**src/rtl/lwc_pkg.sv**
```systemverilog
// ----------------------------------------------------------------------------
// lwc_pkg
// Shared types, codes and helper function of the line window clipper.
// ----------------------------------------------------------------------------
package lwc_pkg;

  localparam int COORD_WIDTH_DEF = 16;
  localparam int MAX_COORD_WIDTH = 32;
  localparam int MAX_PASSES      = 8;
  localparam int PASS_WIDTH      = $clog2(MAX_PASSES + 1);

  // Outcode bits.
  localparam logic [3:0] CODE_LEFT  = 4'b0001;
  localparam logic [3:0] CODE_RIGHT = 4'b0010;
  localparam logic [3:0] CODE_BELOW = 4'b0100;
  localparam logic [3:0] CODE_ABOVE = 4'b1000;
  localparam logic [3:0] CODE_NONE  = 4'b0000;

  // Register indexes.
  localparam logic [1:0] REG_MIN_X = 2'd0;
  localparam logic [1:0] REG_MIN_Y = 2'd1;
  localparam logic [1:0] REG_MAX_X = 2'd2;
  localparam logic [1:0] REG_MAX_Y = 2'd3;

  localparam int WIN_MIN_X_RST = -5120;
  localparam int WIN_MIN_Y_RST = -3840;
  localparam int WIN_MAX_X_RST = 5120;
  localparam int WIN_MAX_Y_RST = 3840;

  typedef logic signed [MAX_COORD_WIDTH:0] xcoord_t;

  typedef enum logic [2:0] {
    ST_IDLE,
    ST_CHECK,
    ST_MUL,
    ST_DIV,
    ST_APPLY,
    ST_CODE,
    ST_DONE
  } eng_state_t;

  // Left and right are exclusive with left tested first; likewise below/above.
  function automatic logic [3:0] outcode(input xcoord_t x, input xcoord_t y,
                                         input xcoord_t min_x, input xcoord_t min_y,
                                         input xcoord_t max_x, input xcoord_t max_y);
    logic [3:0] c;
    c = CODE_NONE;
    if (x < min_x) c = c | CODE_LEFT;
    else if (x > max_x) c = c | CODE_RIGHT;
    if (y < min_y) c = c | CODE_BELOW;
    else if (y > max_y) c = c | CODE_ABOVE;
    return c;
  endfunction

endpackage

```
**src/rtl/lwc_queue.sv**
```systemverilog
// ----------------------------------------------------------------------------
// lwc_queue
// Two-entry queue between the front and the clipping engine.
// ----------------------------------------------------------------------------
module lwc_queue #(
  parameter int WIDTH = 72
) (
  input  logic             clk,
  input  logic             rst,
  input  logic             in_valid,
  output logic             in_ready,
  input  logic [WIDTH-1:0] in_data,
  output logic             out_valid,
  input  logic             out_ready,
  output logic [WIDTH-1:0] out_data
);

  logic [WIDTH-1:0] mem [2];
  logic             wr_ptr;
  logic             rd_ptr;
  logic [1:0]       count;
  logic             push;
  logic             pop;

  assign in_ready  = (count != 2'd2);
  assign out_valid = (count != 2'd0);
  assign out_data  = mem[rd_ptr];
  assign push      = in_valid && in_ready;
  assign pop       = out_valid && out_ready;

  always_ff @(posedge clk) begin
    if (rst) begin
      wr_ptr <= 1'b0;
      rd_ptr <= 1'b0;
      count  <= 2'd0;
    end else begin
      if (push) wr_ptr <= ~wr_ptr;
      if (pop) rd_ptr <= ~rd_ptr;
      if (push && !pop) count <= count + 2'd1;
      else if (pop && !push) count <= count - 2'd1;
    end
  end

  always_ff @(posedge clk) begin
    if (push) mem[wr_ptr] <= in_data;
  end

endmodule

```
**src/rtl/lwc_front.sv**
```systemverilog
// ----------------------------------------------------------------------------
// lwc_front
// Input stage: registers a segment and tags both endpoints with outcodes.
// ----------------------------------------------------------------------------
module lwc_front
  import lwc_pkg::*;
#(
  parameter int COORD_WIDTH = COORD_WIDTH_DEF,
  parameter int TDATA_WIDTH = 64
) (
  input  logic                          clk,
  input  logic                          rst,
  input  logic                          s_tvalid,
  output logic                          s_tready,
  input  logic [TDATA_WIDTH-1:0]        s_tdata,
  input  logic signed [COORD_WIDTH-1:0] win_min_x,
  input  logic signed [COORD_WIDTH-1:0] win_min_y,
  input  logic signed [COORD_WIDTH-1:0] win_max_x,
  input  logic signed [COORD_WIDTH-1:0] win_max_y,
  output logic                          f_valid,
  input  logic                          f_ready,
  output logic [4*COORD_WIDTH+7:0]      f_data
);

  localparam int C  = COORD_WIDTH;
  localparam int XW = MAX_COORD_WIDTH + 1;

  logic [4*C-1:0]       seg;
  logic signed [C-1:0]  sx, sy, ex, ey;
  logic [3:0]           cs, ce;

  assign s_tready = !f_valid || f_ready;

  always_ff @(posedge clk) begin
    if (rst) begin
      f_valid <= 1'b0;
    end else if (s_tready) begin
      f_valid <= s_tvalid;
    end
  end

  always_ff @(posedge clk) begin
    if (s_tready && s_tvalid) seg <= s_tdata[4*C-1:0];
  end

  assign sx = seg[C-1:0];
  assign sy = seg[2*C-1:C];
  assign ex = seg[3*C-1:2*C];
  assign ey = seg[4*C-1:3*C];

  assign cs = outcode(XW'(sx), XW'(sy), XW'(win_min_x), XW'(win_min_y),
                      XW'(win_max_x), XW'(win_max_y));
  assign ce = outcode(XW'(ex), XW'(ey), XW'(win_min_x), XW'(win_min_y),
                      XW'(win_max_x), XW'(win_max_y));

  assign f_data = {ce, cs, seg};

endmodule

```
**src/rtl/lwc_divider.sv**
```systemverilog
// ----------------------------------------------------------------------------
// lwc_divider
// Restoring unsigned divider, one quotient bit per cycle.
// ----------------------------------------------------------------------------
module lwc_divider #(
  parameter int NUM_WIDTH = 33,
  parameter int DEN_WIDTH = 17
) (
  input  logic                 clk,
  input  logic                 rst,
  input  logic                 start,
  input  logic [NUM_WIDTH-1:0] dividend,
  input  logic [DEN_WIDTH-1:0] divisor,
  output logic                 done,
  output logic [NUM_WIDTH-1:0] quotient
);

  localparam int CNT_WIDTH = $clog2(NUM_WIDTH + 1);

  logic [NUM_WIDTH-1:0] acc;
  logic [DEN_WIDTH-1:0] rem;
  logic [DEN_WIDTH-1:0] den;
  logic [CNT_WIDTH-1:0] cnt;
  logic                 busy;
  logic [DEN_WIDTH:0]   shifted;
  logic                 fits;

  assign shifted  = {rem, acc[NUM_WIDTH-1]};
  assign fits     = (shifted >= {1'b0, den});
  assign quotient = acc;

  always_ff @(posedge clk) begin
    if (rst) begin
      busy <= 1'b0;
      done <= 1'b0;
      cnt  <= '0;
    end else begin
      done <= 1'b0;
      if (start) begin
        busy <= 1'b1;
        cnt  <= CNT_WIDTH'(NUM_WIDTH);
      end else if (busy) begin
        cnt <= cnt - 1'b1;
        if (cnt == CNT_WIDTH'(1)) begin
          busy <= 1'b0;
          done <= 1'b1;
        end
      end
    end
  end

  always_ff @(posedge clk) begin
    if (start) begin
      acc <= dividend;
      rem <= '0;
      den <= divisor;
    end else if (busy) begin
      acc <= {acc[NUM_WIDTH-2:0], fits};
      rem <= fits ? DEN_WIDTH'(shifted - {1'b0, den}) : shifted[DEN_WIDTH-1:0];
    end
  end

endmodule

```
**src/rtl/lwc_engine.sv**
```systemverilog
// ----------------------------------------------------------------------------
// lwc_engine
// Clipping sequencer: passes of edge selection, multiply, divide and update.
// ----------------------------------------------------------------------------
module lwc_engine
  import lwc_pkg::*;
#(
  parameter int COORD_WIDTH = COORD_WIDTH_DEF,
  parameter int TDATA_WIDTH = 64
) (
  input  logic                          clk,
  input  logic                          rst,
  input  logic                          q_valid,
  output logic                          q_ready,
  input  logic [4*COORD_WIDTH+7:0]      q_data,
  input  logic signed [COORD_WIDTH-1:0] win_min_x,
  input  logic signed [COORD_WIDTH-1:0] win_min_y,
  input  logic signed [COORD_WIDTH-1:0] win_max_x,
  input  logic signed [COORD_WIDTH-1:0] win_max_y,
  output logic                          m_tvalid,
  input  logic                          m_tready,
  output logic [TDATA_WIDTH-1:0]        m_tdata,
  output logic                          m_tuser
);

  localparam int C  = COORD_WIDTH;
  localparam int E  = C + 1;
  localparam int PW = 2 * C + 1;
  localparam int SW = C + 3;
  localparam int XW = MAX_COORD_WIDTH + 1;
  localparam logic [PW-1:0]     LIM  = PW'(1) << (C + 1);
  localparam logic signed [SW-1:0] MAXV = {4'b0000, {(C-1){1'b1}}};
  localparam logic signed [SW-1:0] MINV = {4'b1111, {(C-1){1'b0}}};

  eng_state_t state, state_next;

  logic signed [C-1:0]  sx, sy, ex, ey;
  logic signed [E-1:0]  w, h;
  logic [3:0]           cs, ce;
  logic [PASS_WIDTH-1:0] pass;
  logic                 vis;
  logic                 on_start, axis_x;
  logic signed [C-1:0]  edge_val, base;
  logic signed [E-1:0]  num, off, den;
  logic                 neg, skip;
  logic                 out_load;

  logic [3:0]           cur;
  logic                 zero_term;
  logic [E-1:0]         mag_num, mag_off, mag_den;
  logic [2*E-1:0]       prod_full;
  logic                 div_start, div_done;
  logic [PW-1:0]        quot;
  logic [C+1:0]         qc;
  logic signed [SW-1:0] sum;
  logic signed [C-1:0]  res;
  logic signed [C-1:0]  qsx, qsy, qex, qey;

  assign qsx = q_data[C-1:0];
  assign qsy = q_data[2*C-1:C];
  assign qex = q_data[3*C-1:2*C];
  assign qey = q_data[4*C-1:3*C];

  always_ff @(posedge clk) begin
    if (rst) state <= ST_IDLE;
    else state <= state_next;
  end

  assign zero_term = (num == '0) || (den == '0);

  always_comb begin
    state_next = state;
    q_ready    = 1'b0;
    div_start  = 1'b0;
    out_load   = 1'b0;
    unique case (state)
      ST_IDLE: begin
        q_ready = 1'b1;
        if (q_valid) state_next = ST_CHECK;
      end
      ST_CHECK: begin
        if ((cs == CODE_NONE && ce == CODE_NONE) || ((cs & ce) != CODE_NONE) ||
            pass >= PASS_WIDTH'(MAX_PASSES)) state_next = ST_DONE;
        else state_next = ST_MUL;
      end
      ST_MUL: begin
        div_start  = !zero_term;
        state_next = zero_term ? ST_APPLY : ST_DIV;
      end
      ST_DIV: begin
        if (div_done) state_next = ST_APPLY;
      end
      ST_APPLY: state_next = ST_CODE;
      ST_CODE:  state_next = ST_CHECK;
      ST_DONE: begin
        if (!m_tvalid || m_tready) begin
          out_load   = 1'b1;
          state_next = ST_IDLE;
        end
      end
      default: state_next = ST_IDLE;
    endcase
  end

  assign cur = (cs != CODE_NONE) ? cs : ce;

  assign mag_num   = num[E-1] ? E'(-num) : E'(num);
  assign mag_off   = off[E-1] ? E'(-off) : E'(off);
  assign mag_den   = den[E-1] ? E'(-den) : E'(den);
  assign prod_full = mag_num * mag_off;

  // The divider takes the product directly in the multiply cycle.
  lwc_divider #(
    .NUM_WIDTH(PW),
    .DEN_WIDTH(E)
  ) u_div (
    .clk      (clk),
    .rst      (rst),
    .start    (div_start),
    .dividend (prod_full[PW-1:0]),
    .divisor  (mag_den),
    .done     (div_done),
    .quotient (quot)
  );

  // Quotient is clamped before the add so the sum stays within SW bits.
  assign qc  = (quot > LIM) ? LIM[C+1:0] : quot[C+1:0];
  assign sum = neg ? (SW'(base) - $signed({1'b0, qc}))
                   : (SW'(base) + $signed({1'b0, qc}));
  always_comb begin
    if (skip) res = base;
    else if (sum > MAXV) res = MAXV[C-1:0];
    else if (sum < MINV) res = MINV[C-1:0];
    else res = sum[C-1:0];
  end

  always_ff @(posedge clk) begin
    case (state)
      ST_IDLE: begin
        if (q_valid) begin
          sx   <= qsx;
          sy   <= qsy;
          ex   <= qex;
          ey   <= qey;
          w    <= E'(qex) - E'(qsx);
          h    <= E'(qey) - E'(qsy);
          cs   <= q_data[4*C+3:4*C];
          ce   <= q_data[4*C+7:4*C+4];
          pass <= '0;
        end
      end
      ST_CHECK: begin
        vis      <= (cs == CODE_NONE) && (ce == CODE_NONE);
        on_start <= (cs != CODE_NONE);
        if ((cur & (CODE_BELOW | CODE_ABOVE)) == CODE_NONE) begin
          axis_x   <= 1'b1;
          edge_val <= ((cur & CODE_LEFT) != CODE_NONE) ? win_min_x : win_max_x;
          off      <= E'(((cur & CODE_LEFT) != CODE_NONE) ? win_min_x : win_max_x)
                      - E'(sx);
          num      <= h;
          den      <= w;
          base     <= sy;
        end else begin
          axis_x   <= 1'b0;
          edge_val <= ((cur & CODE_BELOW) != CODE_NONE) ? win_min_y : win_max_y;
          off      <= E'(((cur & CODE_BELOW) != CODE_NONE) ? win_min_y : win_max_y)
                      - E'(sy);
          num      <= w;
          den      <= h;
          base     <= sx;
        end
      end
      ST_MUL: begin
        neg  <= (num[E-1] ^ off[E-1]) ^ den[E-1];
        skip <= zero_term;
      end
      ST_APPLY: begin
        if (on_start) begin
          sx <= axis_x ? edge_val : res;
          sy <= axis_x ? res : edge_val;
        end else begin
          ex <= axis_x ? edge_val : res;
          ey <= axis_x ? res : edge_val;
        end
      end
      ST_CODE: begin
        cs   <= outcode(XW'(sx), XW'(sy), XW'(win_min_x), XW'(win_min_y),
                        XW'(win_max_x), XW'(win_max_y));
        ce   <= outcode(XW'(ex), XW'(ey), XW'(win_min_x), XW'(win_min_y),
                        XW'(win_max_x), XW'(win_max_y));
        pass <= pass + 1'b1;
      end
      default: ;
    endcase
  end

  // Output register: holds a finished item while the receiver stalls.
  always_ff @(posedge clk) begin
    if (rst) begin
      m_tvalid <= 1'b0;
    end else if (out_load) begin
      m_tvalid <= 1'b1;
    end else if (m_tready) begin
      m_tvalid <= 1'b0;
    end
  end

  always_ff @(posedge clk) begin
    if (out_load) begin
      m_tdata <= TDATA_WIDTH'({ey, ex, sy, sx});
      m_tuser <= vis;
    end
  end

endmodule

```
**src/rtl/line_window_clipper_top.sv**
```systemverilog
// ----------------------------------------------------------------------------
// line_window_clipper_top
// Clips line segments against a rectangular window held in registers.
// ----------------------------------------------------------------------------
// Usage:
//   Slave channel s_*: one item is a segment {end_y, end_x, start_y, start_x},
//   start_x in the lowest bits, signed fixed point with 4 fractional bits.
//   Master channel m_*: one item per segment, clipped coordinates in the same
//   layout in m_tdata, and m_tuser = 1 when the segment is visible, 0 when it
//   is rejected (coordinates then hold the partially clipped endpoints).
//   The window is written through cfg_we/cfg_index/cfg_data while idle.
// Throughput:
//   The engine works on one item at a time, in P clipping passes, where P
//   is 0 to 4 (at most 8 for an inverted window). A pass that divides runs
//   the serial divider, one quotient bit per cycle over a 2*COORD_WIDTH+1
//   bit product. Front stage and queue let up to three further items be
//   taken while the engine works.
// Reset: the window returns to its default (+-320 by +-240), all queues
//   empty. When the receiver stalls, the result is held in the output
//   register and the engine waits; the front keeps accepting until full.
// ----------------------------------------------------------------------------
module line_window_clipper_top
  import lwc_pkg::*;
#(
  parameter int COORD_WIDTH = COORD_WIDTH_DEF
) (
  input  logic                          clk,
  input  logic                          rst,
  input  logic                          s_tvalid,
  output logic                          s_tready,
  // start_x, start_y, end_x, end_y, zero fill
  input  logic [((4*COORD_WIDTH+7)/8)*8-1:0] s_tdata,
  output logic                          m_tvalid,
  input  logic                          m_tready,
  // clip_start_x, clip_start_y, clip_end_x, clip_end_y, zero fill
  output logic [((4*COORD_WIDTH+7)/8)*8-1:0] m_tdata,
  // visible
  output logic                          m_tuser,
  input  logic                          cfg_we,
  input  logic [1:0]                    cfg_index,
  input  logic [COORD_WIDTH-1:0]        cfg_data
);

  localparam int C   = COORD_WIDTH;
  localparam int TDW = ((4 * C + 7) / 8) * 8;
  localparam int QW  = 4 * C + 8;

  logic signed [C-1:0] win_min_x, win_min_y, win_max_x, win_max_y;
  logic                f_valid, f_ready;
  logic [QW-1:0]       f_data;
  logic                q_valid, q_ready;
  logic [QW-1:0]       q_data;

  always_ff @(posedge clk) begin
    if (rst) begin
      win_min_x <= C'(WIN_MIN_X_RST);
      win_min_y <= C'(WIN_MIN_Y_RST);
      win_max_x <= C'(WIN_MAX_X_RST);
      win_max_y <= C'(WIN_MAX_Y_RST);
    end else if (cfg_we) begin
      unique case (cfg_index)
        REG_MIN_X: win_min_x <= cfg_data;
        REG_MIN_Y: win_min_y <= cfg_data;
        REG_MAX_X: win_max_x <= cfg_data;
        REG_MAX_Y: win_max_y <= cfg_data;
        default: ;
      endcase
    end
  end

  lwc_front #(
    .COORD_WIDTH (C),
    .TDATA_WIDTH (TDW)
  ) u_front (
    .clk       (clk),
    .rst       (rst),
    .s_tvalid  (s_tvalid),
    .s_tready  (s_tready),
    .s_tdata   (s_tdata),
    .win_min_x (win_min_x),
    .win_min_y (win_min_y),
    .win_max_x (win_max_x),
    .win_max_y (win_max_y),
    .f_valid   (f_valid),
    .f_ready   (f_ready),
    .f_data    (f_data)
  );

  lwc_queue #(
    .WIDTH (QW)
  ) u_queue (
    .clk       (clk),
    .rst       (rst),
    .in_valid  (f_valid),
    .in_ready  (f_ready),
    .in_data   (f_data),
    .out_valid (q_valid),
    .out_ready (q_ready),
    .out_data  (q_data)
  );

  lwc_engine #(
    .COORD_WIDTH (C),
    .TDATA_WIDTH (TDW)
  ) u_engine (
    .clk       (clk),
    .rst       (rst),
    .q_valid   (q_valid),
    .q_ready   (q_ready),
    .q_data    (q_data),
    .win_min_x (win_min_x),
    .win_min_y (win_min_y),
    .win_max_x (win_max_x),
    .win_max_y (win_max_y),
    .m_tvalid  (m_tvalid),
    .m_tready  (m_tready),
    .m_tdata   (m_tdata),
    .m_tuser   (m_tuser)
  );

endmodule

```
**config.mk**
```make
export PLATFORM = sky130hd
export DESIGN_NAME = line_window_clipper_top
export DESIGN_NICKNAME = d
export VERILOG_FILES = /design/src/rtl/lwc_pkg.sv /design/src/rtl/lwc_queue.sv /design/src/rtl/lwc_front.sv /design/src/rtl/lwc_divider.sv /design/src/rtl/lwc_engine.sv /design/src/rtl/line_window_clipper_top.sv
export SDC_FILE = /design/constraint.sdc
export NUM_CORES = 2
export LEC_CHECK = 0
export ABC_AREA = 0
export BUFFER_PORTS_ARGS = -buffer_cell sky130_fd_sc_hd__buf_2
export CORE_ASPECT_RATIO = 0.7
export CORE_MARGIN = 1
export CORE_UTILIZATION = 45
export DETAILED_ROUTE_END_ITERATION = 12
export PLACE_DENSITY_LB_ADDON = 0.12
export SKIP_LAST_GASP = 1
export SLEW_MARGIN = 40
export SYNTH_ARGS = -nofsm -noshare
export SYNTH_HDL_FRONTEND = slang
export SYNTH_SLANG_ARGS = --single-unit
```
**constraint.sdc**
```tcl
create_clock -name clk -period 8.1 [get_ports clk]
set_input_delay 1.215 -clock clk [delete_from_list [all_inputs] [get_ports clk]]
set_output_delay 1.215 -clock clk [all_outputs]
set_load 0.01 [all_outputs]
```
== Word level (Yosys, flattened, before mapping) ==
Memories as Yosys holds them, arrays and structs flattened. A register that Yosys moved wholly into a read port is not among the register bits.
Cells that the tools add are included.

* Magnitude comparators: 21
* Bitwise operators: 6
* Eq/ne operators: 16
* Mux-type cells: 82
* Reduce and logical (&&, ||, !) cells: 42
* Multiply operators: 1
* Add/subtract/negate cells: 14

{| class="wikitable"
|+ Operators with widths
! cell !! number
|-
| $mux W16 || 18
|-
| $mux W17 || 8
|-
| $gt A16 B16 Y1 || 8
|-
| $lt A16 B16 Y1 || 8
|-
| $pmux W16 S2 || 4
|-
| $mux W33 || 2
|-
| $mux W4 || 16
|-
| $neg A17 Y17 || 3
|-
| $logic_not A17 Y1 || 2
|-
| $sub A16 B16 Y17 || 2
|-
| $sub A17 B16 Y17 || 2
|-
| $gt A33 B18 Y1 const B || 1
|-
| $mul A17 B17 Y33 || 1
|-
| $pmux W4 S2 || 3
|-
| $pmux W3 S7 || 1
|-
| $add A16 B19 Y19 || 1
|-
| $gt A19 B16 Y1 const B || 1
|-
| $lt A19 B16 Y1 const B || 1
|-
| $mux W19 || 1
|-
| $sub A16 B19 Y19 || 1
|-
| $ge A18 B17 Y1 || 1
|-
| $mux W18 || 1
|-
| $sub A17 B17 Y17 || 1
|-
| $mux W1 || 15
|-
| other kinds (31) || 80
|}

* Word-level logic and storage cells: 223
* Memories: 1
* Input port bits: 87
* Memory bits (writable): 144
* Bits in registers: 475

{| class="wikitable"
|+ Memory list
! memory !! words !! width !! rd ports !! clocked after memory_dff !! wr ports !! RTL line !! source
|-
| u_queue.mem || 2 || 72 || 1 || 1 || 1 || lwc_queue.sv:18 || <nowiki>logic [WIDTH-1:0] mem [2];</nowiki>
|}

== Depth between registers and ports, before layout ==
* Depth after elaboration: 11
* Mapped depth: 31
* Mapped depth without buffers: 30

== Modules after synthesis ==
Synthesis repeated with hierarchy kept, for this count alone.

* Cells, all modules: 4383
* Area total of the unflattened synthesis: 45128.3 µm²

{| class="wikitable"
|+ Modules (own cells, without submodules)
! module !! sequential area each (µm²) !! area an instance (µm²) !! times used !! cells an instance
|-
| lwc_engine || 7977.7 || 28308.4 || 1 || 3079
|-
| lwc_queue || 4424.2 || 5407.7 || 1 || 248
|-
| lwc_front || 1941.9 || 4951.0 || 1 || 465
|-
| lwc_divider || 2001.9 || 3907.5 || 1 || 350
|-
| line_window_clipper_top || 1281.2 || 2553.7 || 1 || 241
|}

== Worst setup path before layout ==
OpenSTA, ideal clock, no wires.

* Path type: register -> register
* Start point: register u_engine.off[4]
* End point: register u_engine.u_div.acc[31] (netlist: u_engine.u_div.quotient[31]) (data pin)
* Setup slack: -13 ps
* Path buffers: 0
* Arrival: 7855 ps
* Clock period less this slack: 8113 ps
* Stages on the path, launching flop included: 29
* Data required time: 7842 ps
* Cells stage by stage: edfxtp_1 > or4_4 > nor4_4 > nand2b_2 > nor3_2 > nand2_1 > o41ai_1 > xnor2_1 > nand2_1 > fa_1 > fa_1 > inv_1 > fa_1 > fa_1 > fa_1 > inv_1 > fa_1 > inv_1 > ha_1 > a21oi_1 > o21ai_0 > a221o_1 > a32o_1 > o41a_1 > a41oi_1 > a21oi_1 > a21oi_1 > xor2_1 > o21ai_1

* Word-level cells in the longest chain between the ends: 4

{| class="wikitable"
|+ RTL lines
! item !! RTL line !! source
|-
| start: declaration || lwc_engine.sv:44 || <nowiki>logic signed [E-1:0] num, off, den;</nowiki>
|-
| start signal: assignment || lwc_engine.sv:158 || <nowiki>off <= E'(((cur & CODE_LEFT) != CODE_NONE) ? win_min_x : win_max_x)</nowiki>
|-
| start signal: assignment || lwc_engine.sv:166 || <nowiki>off <= E'(((cur & CODE_BELOW) != CODE_NONE) ? win_min_y : win_max_y)</nowiki>
|-
| $neg A17 Y17 || lwc_engine.sv:108 || <nowiki>assign mag_off = off[E-1] ? E'(-off) : E'(off);</nowiki>
|-
| $mux W17 (*) || lwc_engine.sv:108 ||
|-
| $mul A17 B17 Y33 (*) || lwc_engine.sv:110 || <nowiki>assign prod_full = mag_num * mag_off;</nowiki>
|-
| $mux W33 (*) || lwc_divider.sv:53 || <nowiki>if (start) begin</nowiki>
|-
| end signal: assignment || lwc_divider.sv:54 || <nowiki>acc <= dividend;</nowiki>
|-
| end signal: assignment || lwc_divider.sv:58 || <nowiki>acc <= {acc[NUM_WIDTH-2:0], fits};</nowiki>
|-
| end: declaration || lwc_divider.sv:20 || <nowiki>logic [NUM_WIDTH-1:0] acc;</nowiki>
|}

Every way passes the cells marked *; elsewhere a longest branch is shown, timed or not.
A chain may end at the register's enable or synchronous reset.

== Final worst setup path ==
Ends and elaborated chain as after synthesis.

==> key figures <==
Floorplanning
  • Initial cell density of the core: 0.454
  • Die H: 265 microns
  • Die width: 378 microns
  • Core area: 97,900 sq um
  • Die area: 100,000 sq um
  • I/O pins: 154
  • FP Rows: 96

Yosys
  • Seq/Total Area, Yosys: 0.397
  • Area leader, netlist: edfxtp_1
  • Ys async rst share: 0
  • Syn nets: 5,185
  • Post-synth top area share: 0.352
  • Cells after Synth: 4,408
  • Post-synth top cells: 620 x nand2_1, 521 x edfxtp_1, 499 x inv_1
  • Mean area per synthesized cell: 10.1 sq um
  • Most frequent cell after synthesis: nand2_1
  • Top area cells in the synthesized netlist: edfxtp_1 35%, ha_1 13%, fa_1 10%, nand2_1 5.2%, dfxtp_1 4.5%
  • Seq cells post-synth: 620
  • Distinct cells, synth: 100
  • EDFF count, synth: 521
  • Main synth FF type: edfxtp_1
  • Syn. warnings: 0
  • Mapped Area: 44,400 sq um

Drt
  • Post-route DRC: 0
  • Total vias in the final route: 34,000
  • Detailed Route WL: 142,000 microns
  • 1st-iter DRT viols: 3,768
  • Post-DRT Antenna Nets: 0
  • TritonRoute pass-1 iters: 5
  • Routed WL per cell: 23.5 microns
  • Vias/cell: 5.63

STA
  • Final Slew Violations: 0
  • Final setup skew: 0.0427 ns
  • FMAX: 0.122 GHz
  • Worst Tran Pin Value: 0.947 ns
  • Final WS setup: -0.0649 ns
  • Tmin final: 8.16 ns
  • Final period util: 1.01
  • RSZ-0062 raised after global routing: yes
  • Setup violations, final: 1
  • Slew headroom: 0.364
  • Final Hold Violating Endpoints: 0

Setup path
  • CP Class: flop to flop
  • Max incr delay on CP: 0.59 ns
  • Master of the slowest instance on the critical path: fa_1
  • R2R Setup Slk: -0.06 ns
  • Crit-path max FO: 6
  • Most frequent CP cell: fa_1
  • CP Launch Type: flop
  • Worst Path Arrival: 8.54 ns
  • Delay-heaviest family, CP: adder cells
  • Critical path required time: 8.47 ns
  • CP Buf/Inv Count: 7
  • Crit. End Element: flop

Placement
  • RD Place Congestion: 0.983
  • DP HPWL: 113,000 microns
  • Number of port buffers: 153
  • Placed insts: 5,918

Final layout
  • Nets: 5,447
  • Multi-input logic area: 24,700 sq um
  • Share of cells above drive strength 1: 0.123
  • Final core utilization: 0.514
  • Fin cells: 6,047
  • Area grow syn2layout: 13.3%
  • Fill cells: 8,939
  • Seq. cell area: 17,600 sq um

GRT
  • First-pass GRT wire length: 209,000 microns
  • Antenna violations before repair: 8
  • Largest net degree at the start of global routing: 83
  • GRT Total Usage: 0.286
  • Vias in the first global route: 31,600
  • Grt total ovfl: 0

Clock network
  • Skew-Pair Late Insertion Delay: 0.66 ns
  • Max H-tree Level: 3
  • CTS Root Cell: clkbuf_16
  • Inserted Clock Buffers: 68
  • CTS tree: done
  • Max Buffers Root-to-Sink: 3
  • Clock slew at reported path FFs: 0.06 ns
  • Clock sink total: 620

Status
  • Failing checks: setup timing
  • Run status: complete, but fails checks

Min path
  • Worst hold path type: flop to flop

Run
  • Maxcap violations: 0
==> layout make-up <==
type | count | share of cell area
multi-input cells | 3149 | 0.491
inverters | 501 | 0.0374
diodes | 1 | 0.0000497
clock inverters | 40 | 0.00860
repair buffers | 330 | 0.0444
flip-flops and latches | 620 | 0.350
well taps | 1323 | 0.0329
clock buffers | 83 | 0.0351
==> cells by family (layout without fill, tap and decap cells) <==
logic type               Yosys count  after routing  share of synthesized area
buffers and inverters            639            954                     0.0550
adder cells (fa/ha/maj)          690            690                      0.233
AND/OR/NAND/NOR                 1374           1374                      0.139
XOR/XNOR                         172            172                     0.0339
other                              0              1                          0
flip-flops                       620            620                      0.397
multiplexers                     107            107                     0.0255
AO/OA/AOI/OAI                    806            806                      0.117
==> worst reg2reg max path, delay by kind of cell (launching register included) <==
kind	cells	cell delay, ns
adder cells (fa/ha/maj)	7	3.50
flip-flops	1	0.38
buffers and inverters	7	0.63
AND/OR/NAND/NOR	7	1.34
XOR/XNOR	2	0.35
AO/OA/AOI/OAI	8	1.70
==> what timing repair did <==
action                                  4_1_cts  5_1_grt
pin swaps                                     9       12
setup buffers                                 2        3
hold buffers                                  0        0
gates resized for setup                      16       33
gates cloned                                  0        0
endpoints found under the hold margin         0        0
endpoints found under the setup margin        5        8
==> through the flow <==
step                      setup TNS, ns  setup WS, ns  hold WS [ns]  area (sq um)
after global routing              -1.17        -0.376         0.473         50300
after detailed placement         -0.480        -0.242         0.437         47800
after global placement           -0.289        -0.161         0.438         47800
final                           -0.0649       -0.0649         0.455         50300
after floorplan                       0        0.0595         0.400         44400
after CTS                       -0.0662       -0.0619         0.457         50100
==> layout by cell type (no fill, tap or decap), types with 39 or more instances in the layout <==
cell,n
a211oi_1,52
a21o_1,94
a21oi_1,212
buf_2,153
buf_4,163
clkbuf_16,68
dfxtp_1,98
edfxtp_1,521
fa_1,225
ha_1,456
inv_1,493
mux2_2,48
mux2i_1,59
nand2_1,617
nand2b_1,39
nand3_1,54
nand4_1,41
nor2_1,338
nor2b_1,45
nor3_1,84
o21a_1,47
o21ai_0,176
xnor2_1,98
xor2_1,61
==> registers in the layout, summed over array words and instances (netlist names), 16 cells and up, named ones only <==
| name | flops |
|---|---|
| u_engine.base | 16 |
| u_engine.den | 17 |
| u_engine.edge_val | 16 |
| u_engine.ex | 16 |
| u_engine.ey | 16 |
| u_engine.h | 17 |
| u_engine.m_tdata | 64 |
| u_engine.num | 17 |
| u_engine.off | 17 |
| u_engine.sx | 16 |
| u_engine.sy | 16 |
| u_engine.u_div.den | 17 |
| u_engine.u_div.quotient | 33 |
| u_engine.u_div.rem | 17 |
| u_engine.w | 17 |
| u_front.seg | 64 |
| u_queue.mem | 144 |
| win_max_x | 16 |
| win_max_y | 16 |
| win_min_x | 16 |
| win_min_y | 16 |
==> routing by layer <==
| layer | global-route usage | wire length, microns |
|---|---|---|
| met1 | 0.484 | 73000 |
| met2 | 0.363 | 52800 |
| met3 | 0.0644 | 14700 |
| met4 | 0.0378 | 1660 |
| met5 | 0 | 0 |
==> final timing paths <==
| check | start | endpoint | cells after the start |
|---|---|---|---|
| min | win_min_y[1] | win_min_y[1] | 2 |
| max | u_engine.off[4] | u_engine.u_div.quotient[31] | 31 |
| max reg2reg | u_engine.off[4] | u_engine.u_div.quotient[31] | 31 |
| min reg2reg | win_min_y[1] | win_min_y[1] | 2 |
Power is not shown: default switching activity piles up to over one toggle a cycle in this logic, so the estimate is an artifact.
